===== src/rtl/core/lfp_pkg.sv =====
// ----------------------------------------------------------------------------
// lfp_pkg
// shared types, constants and the sensor decode for the line follower steering
// ----------------------------------------------------------------------------
package lfp_pkg;

    // fixed field widths
    localparam int SENSOR_W = 5;
    localparam int ERR_W    = 3;
    localparam int ABS_W    = 2;
    localparam int KP_W     = 8;
    localparam int KI_W     = 10;
    localparam int KD_W     = 8;
    localparam int APB_DW   = 32;
    localparam int APB_AW   = 5;

    // reset values of the gain registers
    localparam logic [KP_W-1:0] KP_RST = 8'd60;
    localparam logic [KI_W-1:0] KI_RST = 10'd205;
    localparam logic [KD_W-1:0] KD_RST = 8'd20;

    // one-hot-low sensor patterns, bit4 is the leftmost sensor
    localparam logic [SENSOR_W-1:0] PAT_ERR_M2 = 5'h1E;
    localparam logic [SENSOR_W-1:0] PAT_ERR_M1 = 5'h1D;
    localparam logic [SENSOR_W-1:0] PAT_ERR_Z  = 5'h1B;
    localparam logic [SENSOR_W-1:0] PAT_ERR_P1 = 5'h17;
    localparam logic [SENSOR_W-1:0] PAT_ERR_P2 = 5'h0F;

    // position error codes
    localparam logic signed [ERR_W-1:0] ERR_M2 = -3'sd2;
    localparam logic signed [ERR_W-1:0] ERR_M1 = -3'sd1;
    localparam logic signed [ERR_W-1:0] ERR_Z  = 3'sd0;
    localparam logic signed [ERR_W-1:0] ERR_P1 = 3'sd1;
    localparam logic signed [ERR_W-1:0] ERR_P2 = 3'sd2;

    // register word index on the config port
    typedef enum logic [2:0] {
        REG_BASE_SPEED  = 3'd0,
        REG_KP          = 3'd1,
        REG_KI_Q8       = 3'd2,
        REG_KD          = 3'd3,
        REG_MOTOR_LIMIT = 3'd4
    } t_reg_idx;

    // gain set handed from the register file to the datapath
    typedef struct packed {
        logic [KP_W-1:0] kp;
        logic [KI_W-1:0] ki_q8;
        logic [KD_W-1:0] kd;
    } t_gain;

    // sensor decode result
    typedef struct packed {
        logic                    hit;
        logic signed [ERR_W-1:0] err;
    } t_decode;

    function automatic t_decode decode_sensors(input logic [SENSOR_W-1:0] bits);
        t_decode d;
        d.hit = 1'b1;
        d.err = ERR_Z;
        unique case (bits)
            PAT_ERR_M2: d.err = ERR_M2;
            PAT_ERR_M1: d.err = ERR_M1;
            PAT_ERR_Z:  d.err = ERR_Z;
            PAT_ERR_P1: d.err = ERR_P1;
            PAT_ERR_P2: d.err = ERR_P2;
            default:    d.hit = 1'b0;
        endcase
        return d;
    endfunction

endpackage


===== src/rtl/core/lfp_cfg.sv =====
// ----------------------------------------------------------------------------
// lfp_cfg
// apb register file holding base speed, pid gains and motor limit
// ----------------------------------------------------------------------------
module lfp_cfg #(
    parameter int DUTY_WIDTH = 10
) (
    input  logic                        i_clk,
    input  logic                        i_rst_n,
    input  logic                        psel,
    input  logic                        penable,
    input  logic                        pwrite,
    input  logic [lfp_pkg::APB_AW-1:0]  paddr,
    input  logic [lfp_pkg::APB_DW-1:0]  pwdata,
    output logic [lfp_pkg::APB_DW-1:0]  prdata,
    output logic                        pready,
    output logic [DUTY_WIDTH-1:0]       o_base_speed,
    output logic [DUTY_WIDTH-1:0]       o_motor_limit,
    output lfp_pkg::t_gain              o_gain
);
    import lfp_pkg::*;

    localparam logic [DUTY_WIDTH-1:0] BASE_RST  = DUTY_WIDTH'(350);
    localparam logic [DUTY_WIDTH-1:0] LIMIT_RST = DUTY_WIDTH'(700);

    logic [DUTY_WIDTH-1:0] r_base_speed;
    logic [DUTY_WIDTH-1:0] r_motor_limit;
    logic [KP_W-1:0]       r_kp;
    logic [KI_W-1:0]       r_ki_q8;
    logic [KD_W-1:0]       r_kd;
    logic                  w_wr;
    t_reg_idx              w_idx;

    assign pready = 1'b1;
    assign w_wr   = psel && penable && pwrite;
    assign w_idx  = t_reg_idx'(paddr[APB_AW-1:2]);

    // register writes, unused word slots are ignored
    always_ff @(posedge i_clk) begin
        if (!i_rst_n) begin
            r_base_speed  <= BASE_RST;
            r_motor_limit <= LIMIT_RST;
            r_kp          <= KP_RST;
            r_ki_q8       <= KI_RST;
            r_kd          <= KD_RST;
        end else if (w_wr) begin
            unique case (w_idx)
                REG_BASE_SPEED:  r_base_speed  <= pwdata[DUTY_WIDTH-1:0];
                REG_KP:          r_kp          <= pwdata[KP_W-1:0];
                REG_KI_Q8:       r_ki_q8       <= pwdata[KI_W-1:0];
                REG_KD:          r_kd          <= pwdata[KD_W-1:0];
                REG_MOTOR_LIMIT: r_motor_limit <= pwdata[DUTY_WIDTH-1:0];
                default: ;
            endcase
        end
    end

    // read mux
    always_comb begin
        prdata = '0;
        unique case (w_idx)
            REG_BASE_SPEED:  prdata = APB_DW'(r_base_speed);
            REG_KP:          prdata = APB_DW'(r_kp);
            REG_KI_Q8:       prdata = APB_DW'(r_ki_q8);
            REG_KD:          prdata = APB_DW'(r_kd);
            REG_MOTOR_LIMIT: prdata = APB_DW'(r_motor_limit);
            default:         prdata = '0;
        endcase
    end

    assign o_base_speed  = r_base_speed;
    assign o_motor_limit = r_motor_limit;
    assign o_gain.kp     = r_kp;
    assign o_gain.ki_q8  = r_ki_q8;
    assign o_gain.kd     = r_kd;

endmodule


===== src/rtl/core/lfp_pid.sv =====
// ----------------------------------------------------------------------------
// lfp_pid
// error decode, pid state and differential duty computation for one sample
// ----------------------------------------------------------------------------
module lfp_pid #(
    parameter int DUTY_WIDTH     = 10,
    parameter int INTEGRAL_WIDTH = 16
) (
    input  logic                              i_clk,
    input  logic                              i_rst_n,
    input  logic                              i_step,
    input  logic [lfp_pkg::SENSOR_W-1:0]      i_sensor_bits,
    input  lfp_pkg::t_gain                    i_gain,
    input  logic [DUTY_WIDTH-1:0]             i_base_speed,
    input  logic [DUTY_WIDTH-1:0]             i_motor_limit,
    output logic [DUTY_WIDTH-1:0]             o_left_duty,
    output logic [DUTY_WIDTH-1:0]             o_right_duty,
    output logic signed [lfp_pkg::ERR_W-1:0]  o_position_error
);
    import lfp_pkg::*;

    // product, numerator, control value and duty sum widths
    localparam int PW = KI_W + INTEGRAL_WIDTH;
    localparam int NW = PW + 4;
    localparam int VW = NW - 8;
    localparam int SW = ((VW > DUTY_WIDTH) ? VW : DUTY_WIDTH) + 2;
    localparam logic [INTEGRAL_WIDTH-1:0] INT_MAX = '1;

    logic signed [ERR_W-1:0]    r_last_error;
    logic [INTEGRAL_WIDTH-1:0]  r_integral;
    logic [ABS_W-1:0]           r_prev_abs;

    t_decode                    w_dec;
    logic signed [ERR_W-1:0]    w_err;
    logic                       w_zero;
    logic [ABS_W-1:0]           w_mag;
    logic [INTEGRAL_WIDTH:0]    w_sum;
    logic [INTEGRAL_WIDTH-1:0]  n_integral;
    logic [KP_W+ABS_W-1:0]      w_kp_term;
    logic signed [11:0]         w_diff;
    logic signed [11:0]         w_kd_term;
    logic signed [11:0]         w_whole;
    logic [PW-1:0]              w_prod;
    logic signed [NW-1:0]       w_num;
    logic signed [VW-1:0]       w_v;
    logic signed [SW-1:0]       w_base;
    logic signed [SW-1:0]       w_v_ext;
    logic signed [SW-1:0]       w_plus;
    logic signed [SW-1:0]       w_minus;
    logic signed [SW-1:0]       w_left;
    logic signed [SW-1:0]       w_right;
    logic signed [SW-1:0]       w_limit;

    // error selection, hold last valid error on no or multiple lines
    always_comb begin
        w_dec  = decode_sensors(i_sensor_bits);
        w_err  = w_dec.hit ? w_dec.err : r_last_error;
        w_zero = (w_err == ERR_Z);
        w_mag  = w_err[ERR_W-1] ? ABS_W'(-w_err) : ABS_W'(w_err);
    end

    // saturating integral
    always_comb begin
        w_sum      = {1'b0, r_integral} + (INTEGRAL_WIDTH+1)'(w_mag);
        n_integral = w_zero ? '0
                   : (w_sum[INTEGRAL_WIDTH] ? INT_MAX : w_sum[INTEGRAL_WIDTH-1:0]);
    end

    // pid terms, integral term scaled by 256 through the q8 gain
    always_comb begin
        w_kp_term = i_gain.kp * w_mag;
        w_diff    = $signed(12'(w_mag)) - $signed(12'(r_prev_abs));
        w_kd_term = $signed({4'b0000, i_gain.kd}) * w_diff;
        w_whole   = $signed(12'(w_kp_term)) + w_kd_term;
        w_prod    = i_gain.ki_q8 * n_integral;
        w_num     = ($signed(NW'(w_whole)) <<< 8) + $signed(NW'(w_prod));
        // divide by 256 with truncation toward zero
        w_v       = w_num[NW-1:8]
                  + $signed(VW'(w_num[NW-1] && (w_num[7:0] != 8'd0)));
    end

    // differential steering and clamp to 0..motor_limit
    always_comb begin
        w_base  = $signed(SW'(i_base_speed));
        w_limit = $signed(SW'(i_motor_limit));
        w_v_ext = SW'(w_v);
        w_plus  = w_base + w_v_ext;
        w_minus = w_base - w_v_ext;
        if (w_zero) begin
            w_left  = w_base;
            w_right = w_base;
        end else if (!w_err[ERR_W-1]) begin
            w_left  = w_plus;
            w_right = w_minus;
        end else begin
            w_left  = w_minus;
            w_right = w_plus;
        end
        priority if (w_left > w_limit) o_left_duty = i_motor_limit;
        else if (w_left < 0)           o_left_duty = '0;
        else                           o_left_duty = w_left[DUTY_WIDTH-1:0];
        priority if (w_right > w_limit) o_right_duty = i_motor_limit;
        else if (w_right < 0)           o_right_duty = '0;
        else                            o_right_duty = w_right[DUTY_WIDTH-1:0];
        o_position_error = w_err;
    end

    // controller state, advanced once per sample
    always_ff @(posedge i_clk) begin
        if (!i_rst_n) begin
            r_last_error <= ERR_Z;
            r_integral   <= '0;
            r_prev_abs   <= '0;
        end else if (i_step) begin
            if (w_dec.hit) begin
                r_last_error <= w_dec.err;
            end
            r_integral <= n_integral;
            if (!w_zero) begin
                r_prev_abs <= w_mag;
            end
        end
    end

endmodule


===== src/rtl/core/line_follower_pid_steer_top.sv =====
// Line follower steering controller. Each input word carries one sample of five
// active-low line sensors; each output word carries the left and right motor
// duties and the position error used. One sample is taken every clock cycle
// unless a stalled output has filled both registers; a result goes from the
// input register through the single-pass pid datapath into the output register.
// The user must set gains, base speed and motor limit over the apb port only
// while the stream is idle; the block itself does not enforce this.
// ----------------------------------------------------------------------------
// line_follower_pid_steer_top
// stream wrapper with input and output registers around the pid datapath
// ----------------------------------------------------------------------------
module line_follower_pid_steer_top #(
    parameter int DUTY_WIDTH     = 10,
    parameter int INTEGRAL_WIDTH = 16
) (
    input  logic                                    i_clk,
    input  logic                                    i_rst_n,
    // config port
    input  logic                                    psel,
    input  logic                                    penable,
    input  logic                                    pwrite,
    input  logic [lfp_pkg::APB_AW-1:0]              paddr,
    input  logic [lfp_pkg::APB_DW-1:0]              pwdata,
    output logic [lfp_pkg::APB_DW-1:0]              prdata,
    output logic                                    pready,
    // sample stream
    input  logic                                    s_axis_tvalid,
    output logic                                    s_axis_tready,
    input  logic [7:0]                              s_axis_tdata,  // sensor_bits
    // result stream
    output logic                                    m_axis_tvalid,
    input  logic                                    m_axis_tready,
    // left_duty, right_duty, position_error, zero fill
    output logic [((2*DUTY_WIDTH+lfp_pkg::ERR_W+7)/8)*8-1:0] m_axis_tdata
);
    import lfp_pkg::*;

    localparam int OW = ((2*DUTY_WIDTH+ERR_W+7)/8)*8;
    localparam int FW = 2*DUTY_WIDTH + ERR_W;

    logic                     r_in_valid;
    logic [SENSOR_W-1:0]      r_sensor;
    logic                     r_out_valid;
    logic [OW-1:0]            r_out_data;
    logic                     w_step;
    logic [DUTY_WIDTH-1:0]    w_base_speed;
    logic [DUTY_WIDTH-1:0]    w_motor_limit;
    t_gain                    w_gain;
    logic [DUTY_WIDTH-1:0]    w_left;
    logic [DUTY_WIDTH-1:0]    w_right;
    logic signed [ERR_W-1:0]  w_err;
    logic [OW-1:0]            n_out_data;

    lfp_cfg #(
        .DUTY_WIDTH (DUTY_WIDTH)
    ) u_cfg (
        .i_clk         (i_clk),
        .i_rst_n       (i_rst_n),
        .psel          (psel),
        .penable       (penable),
        .pwrite        (pwrite),
        .paddr         (paddr),
        .pwdata        (pwdata),
        .prdata        (prdata),
        .pready        (pready),
        .o_base_speed  (w_base_speed),
        .o_motor_limit (w_motor_limit),
        .o_gain        (w_gain)
    );

    lfp_pid #(
        .DUTY_WIDTH     (DUTY_WIDTH),
        .INTEGRAL_WIDTH (INTEGRAL_WIDTH)
    ) u_pid (
        .i_clk            (i_clk),
        .i_rst_n          (i_rst_n),
        .i_step           (w_step),
        .i_sensor_bits    (r_sensor),
        .i_gain           (w_gain),
        .i_base_speed     (w_base_speed),
        .i_motor_limit    (w_motor_limit),
        .o_left_duty      (w_left),
        .o_right_duty     (w_right),
        .o_position_error (w_err)
    );

    // sample moves into the output register when that slot is free or drains
    assign w_step        = r_in_valid && (!r_out_valid || m_axis_tready);
    assign s_axis_tready = !r_in_valid || w_step;
    assign n_out_data    = OW'({w_err, w_right, w_left});

    // input register
    always_ff @(posedge i_clk) begin
        if (!i_rst_n) begin
            r_in_valid <= 1'b0;
        end else if (s_axis_tready) begin
            r_in_valid <= s_axis_tvalid;
        end
    end

    always_ff @(posedge i_clk) begin
        if (s_axis_tvalid && s_axis_tready) begin
            r_sensor <= s_axis_tdata[SENSOR_W-1:0];
        end
    end

    // output register
    always_ff @(posedge i_clk) begin
        if (!i_rst_n) begin
            r_out_valid <= 1'b0;
        end else if (w_step) begin
            r_out_valid <= 1'b1;
        end else if (m_axis_tready) begin
            r_out_valid <= 1'b0;
        end
    end

    always_ff @(posedge i_clk) begin
        if (w_step) begin
            r_out_data <= n_out_data;
        end
    end

    assign m_axis_tvalid = r_out_valid;
    assign m_axis_tdata  = r_out_data & OW'({FW{1'b1}});

endmodule

===== config.mk =====
export PLATFORM = sky130hd
export DESIGN_NAME = line_follower_pid_steer_top
export DESIGN_NICKNAME = d
export VERILOG_FILES = /design/src/rtl/core/lfp_pkg.sv /design/src/rtl/core/lfp_cfg.sv /design/src/rtl/core/lfp_pid.sv /design/src/rtl/core/line_follower_pid_steer_top.sv
export SDC_FILE = /design/constraint.sdc
export NUM_CORES = 1
export LEC_CHECK = 0
export BUFFER_PORTS_ARGS = -buffer_cell sky130_fd_sc_hd__buf_2
export CELL_PAD_IN_SITES_DETAIL_PLACEMENT = 0
export CELL_PAD_IN_SITES_GLOBAL_PLACEMENT = 1
export CORE_MARGIN = 2
export CORE_UTILIZATION = 30
export DETAILED_ROUTE_END_ITERATION = 8
export PLACE_DENSITY_LB_ADDON = 0.1
export RECOVER_POWER = 25
export SLEW_MARGIN = 0
export SYNTH_ARGS = -nofsm -noshare
export SYNTH_HDL_FRONTEND = slang
export SYNTH_SLANG_ARGS = --single-unit

===== constraint.sdc =====
create_clock -name i_clk -period 32.7 [get_ports i_clk]
set_clock_uncertainty 0.05 [all_clocks]
set_input_delay 4.905 -clock i_clk [delete_from_list [all_inputs] [get_ports i_clk]]
set_output_delay 4.905 -clock i_clk [all_outputs]
set_load 0.02 [all_outputs]

## After elaboration in Yosys (flattened, before gate mapping)

Cells that the tools add are included.

- Add/sub/neg operators: 8
- Multipliers: 3
- Div/mod/pow operators: 0
- $lt $le $gt $ge: 4
- Equality and inequality tests: 9
- Shift operators: 0
- Mux-type cells: 17
- Bitwise operators: 1
- Reduce and logical (&&, ||, !) cells: 20

Operators with widths:

| cell | number |
|---|---|
| 2-to-1 mux 24 bit | 4 |
| one-hot mux 10 bit (5 select lines) | 1 |
| greater-than comparator 24 x 11 -> 1 bit | 2 |
| less-than comparator 24 x 1 -> 1 bit, second input constant | 2 |
| 2-to-1 mux 10 bit | 4 |
| 2-to-1 mux 16 bit | 2 |
| adder 20 x 27 -> 28 bit | 1 |
| multiplier 10 x 16 -> 26 bit | 1 |
| adder 11 x 22 -> 23 bit | 1 |
| subtractor 11 x 22 -> 23 bit | 1 |
| adder 22 x 1 -> 22 bit | 1 |
| equality test 5 bit, second input constant | 4 |
| adder 16 x 2 -> 17 bit | 1 |
| adder 11 x 12 -> 12 bit | 1 |
| multiplier 9 x 12 -> 12 bit | 1 |
| one-hot mux 3 bit (4 select lines) | 1 |
| AND reduction 2 bit | 6 |
| multiplier 8 x 2 -> 10 bit | 1 |
| nonzero test 8 bit | 1 |
| equality test 3 x 2 -> 1 bit, second input constant | 2 |
| logical NOT 3 bit | 2 |
| equality test 5 x 4 -> 1 bit, second input constant | 1 |
| logical AND 1 bit | 5 |
| OR reduction 5 bit | 1 |
| other kinds (11) | 15 |

- Register bits: 97
- Latch bits: 0
- RAM bits: 0
- Memory bits (read-only): 0
- Input port bits: 52
- Output and inout bits: 59
- Memories kept: 0

## Depth between registers and ports, before layout

Gate-level depths: netlist of the first run.

- Word-level depth: 20
- Mapped depth: 71
- Gate-level depth less buffers: 68

## Hierarchy

A second synthesis of the first run with hierarchy kept.

- Cells, all modules: 1847
- Area, all modules: 15657.5 µm²

By module, submodules not included:

| module | instances | cells an instance | area each (µm²) | seq. area each (µm²) |
|---|---|---|---|---|
| lfp_pid | 1 | 1549 | 12261.8 | 420.4 |
| lfp_cfg | 1 | 259 | 2439.8 | 920.9 |
| line_follower_pid_steer_top | 1 | 39 | 955.9 | 880.8 |

## Least setup slack after synthesis of the first run

OpenSTA, ideal clock, no wires.

- Kind: reg-to-reg
- Start point: reg r_sensor[2]
- End point: reg r_out_data[3], data pin
- Setup time: 0.260 ns
- Data arrival time: 14.142 ns
- Data required time: 32.390 ns
- Slack: 18.248 ns
- Cell stages (with the launch flop): 66
- Path buffers: 4
- Clock period less this slack: 14.452 ns
- Cell sequence: edfxtp_1 > nand3_1 > inv_1 > o41ai_1 > o21a_1 > clkinv_1 > clkbuf_1 > a21oi_1 > inv_1 > fa_1 > nand2_1 > or3_1 > clkbuf_1 > a21oi_1 > clkbuf_1 > nand2_1 > fa_1 > inv_1 > [30 not listed] > nand2_1 > nor3_1 > and2_1 > nand2_1 > xnor2_1 > ha_1 > inv_1 > a21oi_1 > o31ai_1 > a311oi_1 > nor2_1 > or3_1 > a211oi_1 > o21ai_0 > a2111oi_4 > o221ai_2 > buf_6 > mux2_4

- Cells in the longest elaborated chain, start to end: 20

Ends and longest elaborated chain:

| what | line | RTL |
|---|---|---|
| from (decl) | line_follower_pid_steer_top.sv:42 | `logic [SENSOR_W-1:0] r_sensor;` |
| from (signal assigned) | line_follower_pid_steer_top.sv:103 | `r_sensor <= s_axis_tdata[SENSOR_W-1:0];` |
| equality test 5 bit / equality test 5 x 4 -> 1 bit (equally long branches) | lfp_pkg.sv:62 | `unique case (bits)` |
| OR reduction 5 bit (no line) | -- |  |
| 2-to-1 mux 1 bit | lfp_pkg.sv:62 |  |
| 2-to-1 mux 3 bit (*) | -- |  |
| negation 2 bit | lfp_pid.sv:59 | `w_mag = w_err[ERR_W-1] ? ABS_W'(-w_err) : ABS_W'(w_err);` |
| 2-to-1 mux 2 bit (*) | lfp_pid.sv:59 |  |
| net u_pid.w_mag[1] | lfp_pid.sv:36 | `logic [ABS_W-1:0] w_mag;` |
| adder 16 x 2 -> 17 bit | lfp_pid.sv:64 | `w_sum = {1'b0, r_integral} + (INTEGRAL_WIDTH+1)'(w_mag);` |
| [6 not listed] | -- |  |
| adder 22 x 1 -> 22 bit (*) | lfp_pid.sv:79 | `+ $signed(VW'(w_num[NW-1] && (w_num[7:0] != 8'd0)));` |
| adder 11 x 22 -> 23 bit / subtractor 11 x 22 -> 23 bit (equally long branches) | lfp_pid.sv:87, lfp_pid.sv:88 |  |
| 2-to-1 mux 24 bit (*) | lfp_pid.sv:92 | `end else if (!w_err[ERR_W-1]) begin` |
| 2-to-1 mux 24 bit (*) | lfp_pid.sv:89 | `if (w_zero) begin` |
| less-than comparator 24 x 1 -> 1 bit | lfp_pid.sv:100 | `else if (w_left < 0) o_left_duty = '0;` |
| 2-to-1 mux 10 bit | lfp_pid.sv:100 |  |
| 2-to-1 mux 10 bit (*) | lfp_pid.sv:99 | `priority if (w_left > w_limit) o_left_duty = i_motor_limit;` |
| net u_pid.o_left_duty[3] | lfp_pid.sv:16 | `output logic [DUTY_WIDTH-1:0] o_left_duty,` |
| to (signal assigned) | line_follower_pid_steer_top.sv:120 | `r_out_data <= n_out_data;` |
| to (decl) | line_follower_pid_steer_top.sv:44 | `logic [OW-1:0] r_out_data;` |

The timed path passes the listed nets; every way through them passes the cells marked *.
A chain may end at the register's enable or synchronous reset.

## Final worst setup path of the first run

- Start point: reg r_sensor[2]
- End point: reg r_out_data[15], data pin

- Cells in the longest elaborated chain, start to end: 20

Ends and longest elaborated chain:

| what | line | RTL |
|---|---|---|
| equality test 5 bit / equality test 5 x 4 -> 1 bit (equally long branches) | lfp_pkg.sv:62 |  |
| OR reduction 5 bit (no line) | -- |  |
| 2-to-1 mux 1 bit | lfp_pkg.sv:62 |  |
| 2-to-1 mux 3 bit (*) | -- |  |
| negation 2 bit | lfp_pid.sv:59 |  |
| 2-to-1 mux 2 bit (*) | lfp_pid.sv:59 |  |
| net u_pid.w_mag[1] | lfp_pid.sv:36 |  |
| adder 16 x 2 -> 17 bit | lfp_pid.sv:64 |  |
| [6 not listed] | -- |  |
| adder 22 x 1 -> 22 bit (*) | lfp_pid.sv:79 |  |
| subtractor 11 x 22 -> 23 bit / adder 11 x 22 -> 23 bit (equally long branches) | lfp_pid.sv:88, lfp_pid.sv:87 |  |
| 2-to-1 mux 24 bit (*) | lfp_pid.sv:92 |  |
| 2-to-1 mux 24 bit (*) | lfp_pid.sv:89 |  |
| less-than comparator 24 x 1 -> 1 bit | lfp_pid.sv:103 | `else if (w_right < 0) o_right_duty = '0;` |
| 2-to-1 mux 10 bit | lfp_pid.sv:103 |  |
| 2-to-1 mux 10 bit (*) | lfp_pid.sv:102 | `priority if (w_right > w_limit) o_right_duty = i_motor_limit;` |
| net u_pid.o_right_duty[5] | lfp_pid.sv:17 | `output logic [DUTY_WIDTH-1:0] o_right_duty,` |

Marked as above.

==> reports/metrics.cfg, run 1 <==
[outcome]
status=finished with violations
violations=max-capacitance violations, max-slew violations

[cts]
clk_pin_slew_worst_paths_ns=0.07
cts_root_buffer=clkbuf_16
cts_made_buffers=9
cts.sinks=97
cts.hold.buffers_added=0
post_cts_buffers=0
cts_tree=built
htreeDepth=3
cts-resized-gates=0
clk_latency_ns=0.37
clockBufferDepth=2

[synth]
synth.distinct_cells=94
yosys.area_share.simple_pct=20.80
synth-edff-count=28
synth-compound-area-share_pct=16.32
synth_xor_area_share_pct=5.230
synth_ff_type=dfxtp_1
synth_seq_cells=97
synthArstFlopShare_pct=0
syn_avg_cell_area_um2=8.251
seq_area_frac_synth_pct=14.58
synth_top_family_by_area=adder cells
yosys_warnings=0
yosysTopAreaCellShare_pct=17.34
synth_fa_ha_area_share_pct=30.54
yosys.area.top_type=fa_1
synthCells=1847
synthMuxAreaShare_pct=4.368
synthTopCellsByArea=fa_1 (17%), ha_1 (13%), dfxtp_1 (9.1%)
synth.cell_area_um2=15240

[route]
wl_mm=44.47
antenna_left=0
via_per_inst=4.966
avgRoutedWirePerCell_um=17.57
drt_iter0_markers=622
drc=0
vias=12570
dr.pass1.iters=5

[global_route]
grt_max_degree=70
track_usage_pct=16.97
grt_pass1_wl_mm=71.03
first_global_vias=12420
antenna_found_initial=0
grt_overflow_total=0

[sta]
final_hold_viol_count=0
setup_slack_ns=13.42
period_needed_ns=19.28
worst_hold_slack_ns=0.4243
max_freq_mhz=51.86
drv_slew=105
worst_slew_pin_slew_ns=2.932
layout_worst_path_cycle_share_pct=58.97
rsz0062_at_grt=no
timing.setup.tns_ns=0
finalSetupViolations=0
slew_headroom_pct=-95.49

[placement]
dp_slack_ns=14.00
io_buffers=59
hpwl_mm=35.60
place_congestion=0.8279

[critical_path]
max_stage_delay_ns=1.17
cp-start-kind=flip-flop
critPathArrivalTime_ns=19.34
cp_max_fo=34
path_class=flip-flop to flip-flop
reg2regPathDepth=61
cp_slowest_cell=clkbuf_1
cpMostUsedCell=inv_1
worstPathRequired_ns=32.76
cp-end-kind=flip-flop

[floorplanning]
dieArea_um2=52620
initial_core_util_pct=30.38
die_height_um=229.4
pin_count=111
coreArea_um2=50170
rows=82
die_w_um=229.4

[cells_and_area]
final_common_cell=nand2_1
layout_common_cells=nand2_1 (275), inv_1 (185), ha_1 (160)
synthToLayoutAreaGrowth_pct=7.160
antennaDiodeCount=0
drive_above_1_share_pct=6.025
fill_cells=5423
nets=2198

[worst_hold_path]
whs_path_depth=2
min_path_type=flip-flop to flip-flop

[pwr]
power_leakage_nw=7.582
p_total_w=0.0004078
p_per_area_nw_per_um2=24.97
peakVddDrop_uv=22.79

[flow_run]
maxCapViolCount=2

-- state kept, by name (all words and copies together), names as in the netlist, 5 cells and up --
register	flops
u_pid.r_integral	16
u_cfg.r_kp	8
r_sensor	5
u_cfg.o_motor_limit	10
u_cfg.r_ki_q8	10
r_out_data	23
u_cfg.o_base_speed	10
u_cfg.r_kd	8
-- stage by stage --
step                      std cells  utilization, %  area [um^2]
after floorplan                1869               -        15320
after global placement         2515           32.07        16090
after detailed placement       2515           32.07        16090
after CTS                      2531           32.64        16370
after global routing           2531           32.55        16330
final                          2531           32.55        16330
-- power by group --
group	internal (W)	switching, W	leakage [nW]
registers	0.000130	0.00000340	0.820
logic	0.0000628	0.000106	6.63
clock network	0.0000562	0.0000492	0.132
total	0.000249	0.000159	7.58
-- area by class of cell --
cell class	instances	area (um^2)	share of cell area (%)
clock inverter	3	23.77	0.1456
inverter	189	709.4	4.344
tap	672	840.8	5.149
sequential	97	2222	13.61
timing repair buffer	80	410.4	2.513
multi-input combinational	1477	11860	72.65
clock buffer	13	260.3	1.594
-- final timing paths --
path                               from               endpoint  slack (ns)
setup reg to reg            r_sensor[2]         r_out_data[15]       13.42
hold / removal    u_pid.r_last_error[2]  u_pid.r_last_error[2]        0.42
hold reg to reg   u_pid.r_last_error[2]  u_pid.r_last_error[2]        0.42
setup / recovery            r_sensor[2]         r_out_data[15]       13.42
-- cells by family after synthesis --
| logic type | count (synthesis) |
|---|---|
| mux | 63 |
| simple gates | 653 |
| xor+xnor | 91 |
| flops | 97 |
| buf+inv | 295 |
| other cells | 2 |
| fa+ha+maj | 293 |
| compound gates | 353 |
-- critical path, delay by kind of cell, from the launching register on --
family	cells	cell delay (ns)
buffers and inverters	10	2.27
muxes	1	0.44
and+or+nand+nor	13	2.95
DFF	1	0.51
AOI/OAI and AO/OA	23	7.87
xor gates and xnor gates	3	0.64
adders and majority gates	11	4.26
-- layer usage --
metal	share of wire [%]	vias up	GRT usage, %
met2	46	172	27.67
met4	0.94	0	2.618
met1	51	6160	24.99
met5	0	-	0
met3	2.3	22	1.033
li1	-	6214	-
-- synthesized netlist by cell type, types with 12 or more instances --
cell and n:
nor2_1 80, inv_1 185, nand2b_1 28, clkbuf_1 65
xor2_1 30, and3_1 12, nor3_1 30, a22oi_1 23
o21bai_1 17, o22ai_1 12, and2_1 100, nand4_1 17
dfxtp_1 69, a21boi_0 32, nor2b_1 33, fa_1 132
ha_1 160, o21ai_0 46, a21oi_1 86, buf_4 24
mux2i_1 50, a21o_1 17, o211ai_1 15, edfxtp_1 28
xnor2_1 61, nand3_1 38, nand2_1 275
Power figures use the tool's default switching activity.
==> inputs of run 2 (changes only) <==
Settings changed: ABC_AREA from default to 1.
Clock period 32.7 ns to 17.2 ns, I/O delays scaled along.
==> reports/metrics.cfg, run 2 <==
[outcome]
status=finished with violations
violations=max-capacitance violations, max-slew violations

[floorplanning]
coreArea_um2=49860  ; -0.61%
initial_core_util_pct=30.23  ; -0.14 points
die_height_um=228.2  ; -0.53%
dieArea_um2=52060  ; -1.1%
die_w_um=228.2  ; -0.53%
pin_count=111  ; unchanged
rows=82  ; unchanged

[cts]
cts.hold.buffers_added=0  ; unchanged
cts_made_buffers=9  ; unchanged
cts_root_buffer=clkbuf_16
clk_pin_slew_worst_paths_ns=0.08  ; about the same
cts_tree=built
cts.sinks=97  ; unchanged
htreeDepth=3  ; unchanged
clk_latency_ns=0.37  ; about the same
clockBufferDepth=2  ; unchanged

[critical_path]
max_stage_delay_ns=0.54  ; -0.63 ns
cp-start-kind=flip-flop
reg2regPathDepth=84  ; +38%
cp_slowest_cell=fa_1
cpMostUsedCell=nand2_1
cp_max_fo=14  ; -59%
worstPathRequired_ns=17.27  ; -15.49 ns
regToRegSetupSlack_ns=1.63  ; -11.79 ns
path_class=flip-flop to flip-flop
critPathArrivalTime_ns=15.64  ; -3.70 ns
cp-end-kind=flip-flop

[route]
avgRoutedWirePerCell_um=16.64  ; -5.3%
wl_mm=48.10  ; +8.2%
drt_iter0_markers=755  ; +21%
via_per_inst=4.747  ; -4.4%
dr.pass1.iters=5  ; unchanged
drc=0  ; unchanged
antenna_left=0  ; unchanged
vias=13720  ; +9.2%

[cells_and_area]
largestRegisters=r_out_data (23), u_pid.r_integral (16)
final_common_cell=nand2_1
largest_reg_flops=23  ; unchanged
layout_common_cells=nand2_1 (489), inv_1 (347), nor2_1 (245)
synthToLayoutAreaGrowth_pct=8.872
drive_above_1_share_pct=7.033  ; +1.0 points
antennaDiodeCount=0  ; unchanged
top_register=r_out_data
nets=2557  ; +16%

[synth]
synth.cell_area_um2=15080  ; -1.1%
synth_seq_cells=97  ; unchanged
synthCells=2161  ; +17%
synth_ff_type=dfxtp_1
synthTopCellsByArea=fa_1 (18%), ha_1 (13%), nand2_1 (12%)
yosysTopAreaCellShare_pct=17.53  ; +0.19 points
yosys_warnings=0  ; unchanged
synth-edff-count=28  ; unchanged
yosys.area.top_type=fa_1
synth.most_common_cell=nand2_1
seq_area_frac_synth_pct=14.74  ; +0.16 points
synth.distinct_cells=54  ; -43%
synthArstFlopShare_pct=0  ; unchanged
syn_avg_cell_area_um2=6.976  ; -15%
synth_common_cells=nand2_1 (489), inv_1 (348), nor2_1 (245)

[placement]
place_congestion=0.8492  ; +2.6%
hpwl_mm=40.21  ; +13%
io_buffers=59  ; unchanged
dp_slack_ns=1.081  ; -12.92 ns

[sta]
timing.setup.tns_ns=0  ; unchanged
worst_slew_pin_slew_ns=2.412  ; -0.5206 ns
layout_worst_path_cycle_share_pct=90.53  ; +32 points
slew_headroom_pct=-60.78  ; +35 points
max_freq_mhz=64.22  ; +24%
final_hold_viol_count=0  ; unchanged
finalSetupViolations=0  ; unchanged
rsz0062_at_grt=no
drv_slew=59  ; -44%
period_needed_ns=15.57  ; -3.711 ns
setup_slack_ns=1.628  ; -11.79 ns

[flow_run]
maxCapViolCount=1  ; -1

[global_route]
antenna_found_initial=1  ; +1
grt_pass1_wl_mm=76.11  ; +7.2%
grt_max_degree=60  ; -14%
first_global_vias=13410  ; +8.0%
grt_overflow_total=0  ; unchanged
track_usage_pct=18.54  ; +1.6 points

[pwr]
pwr-share-comb_pct=78.7  ; +37 points
power.internal_w=0.0009897  ; +300%
power_leakage_nw=8.558  ; +13%
p_clk_share_pct=9.1  ; -17 points
p_seq_share_pct=12.2  ; -21 points
switching_share_pct=56.85  ; +18 points
p_per_area_nw_per_um2=139.7  ; +460%
peakVddDrop_uv=79.11  ; +250%
net-switching-power_w=0.001304  ; +720%

[worst_hold_path]
min_path_type=flip-flop to flip-flop
whs_path_depth=2  ; unchanged

-- run 2: cell types whose count changed in the layout (fill, tap and decap cells not counted), moves of 33 or more --
cell     previous run  this run
a21oi_1            86       143
and2_1             99         4
inv_1             185       347
mux2i_1            50         0
nand2_1           275       489
nand3_1            38       104
nor2_1             80       245
nor2b_1            33         0
o21ai_0            46        93
xnor2_1            61        22
-- run 2: power by group through the flow --
stage	Clock, W	Combinational [W]	Sequential (W)
global route	0.000222	0.00206	0.000282
floorplan	0	0.00135	0.000301
detailed placement	0	0.00181	0.000285
finish	0.000209	0.00181	0.000280
CTS	0.000215	0.00182	0.000280
global placement	0	0.00180	0.000285
-- run 2: logic make-up (layout without fill, tap and decap cells) --
family	after synthesis	count (layout)	share of synthesized area, %
adders and majority gates	292	292	30.81
and+or+nand+nor	956	956	27.28
xor gates and xnor gates	66	66	3.834
buffers and inverters	433	468	11.45
other	2	24	0.04982
AOI/OAI and AO/OA	315	315	11.83
DFF	97	97	14.74
-- run 2: stage by stage --
stage / total power [W] / hold slack [ns] / cell area [um^2] / util, % / instances
final: 0.002294 / 0.4605 / 16410 / 32.92 / 2890
after global routing: 0.002561 / 0.4962 / 16410 / 32.92 / 2890
after CTS: 0.002311 / 0.4585 / 16430 / 32.95 / 2890
after detailed placement: 0.002090 / 0.4484 / 16130 / 32.35 / 2874
after global placement: 0.002088 / 0.4450 / 16130 / 32.35 / 2874
after floorplan: 0.001650 / 0.4074 / 15160 / - / 2183
-- run 2: repair_timing --
item	4_1_cts	5_1_grt
setup endpoints to repair	0	20
resized for setup	0	11
buffers inserted	0	0
-- run 2: worst paths after layout --
path	start	to
hold reg to reg	m_axis_tvalid	m_axis_tvalid
setup / recovery	r_sensor[3]	r_out_data[14]
hold / removal	m_axis_tvalid	m_axis_tvalid
setup reg to reg	r_sensor[3]	r_out_data[14]
-- run 2: layout make-up --
cell class / count / area, um^2
fill: 5532 / 33450
multi-input combinational: 1653 / 11220
sequential: 97 / 2222
inverter: 370 / 1396
tap: 672 / 840.8
timing repair buffer: 82 / 435.4
clock buffer: 10 / 250.2
clock inverter: 6 / 45.04
-- run 2: routing by layer --
metal	vias up	share of wire (%)	GRT usage [%]
met1	6554	50	26.82
met2	218	46	30.54
li1	6922	-	-
met3	25	3.1	1.450
met4	0	1.1	3.084
met5	-	0	0
-- run 2: worst max-delay path: cells and delay by family (launching register included) --
kind / cells / cell delay [ns]
DFF: 1 / 0.43
adders and majority gates: 13 / 4.70
AOI/OAI and AO/OA: 27 / 4.78
and+or+nand+nor: 28 / 3.07
buffers and inverters: 14 / 1.82
xor gates and xnor gates: 2 / 0.41
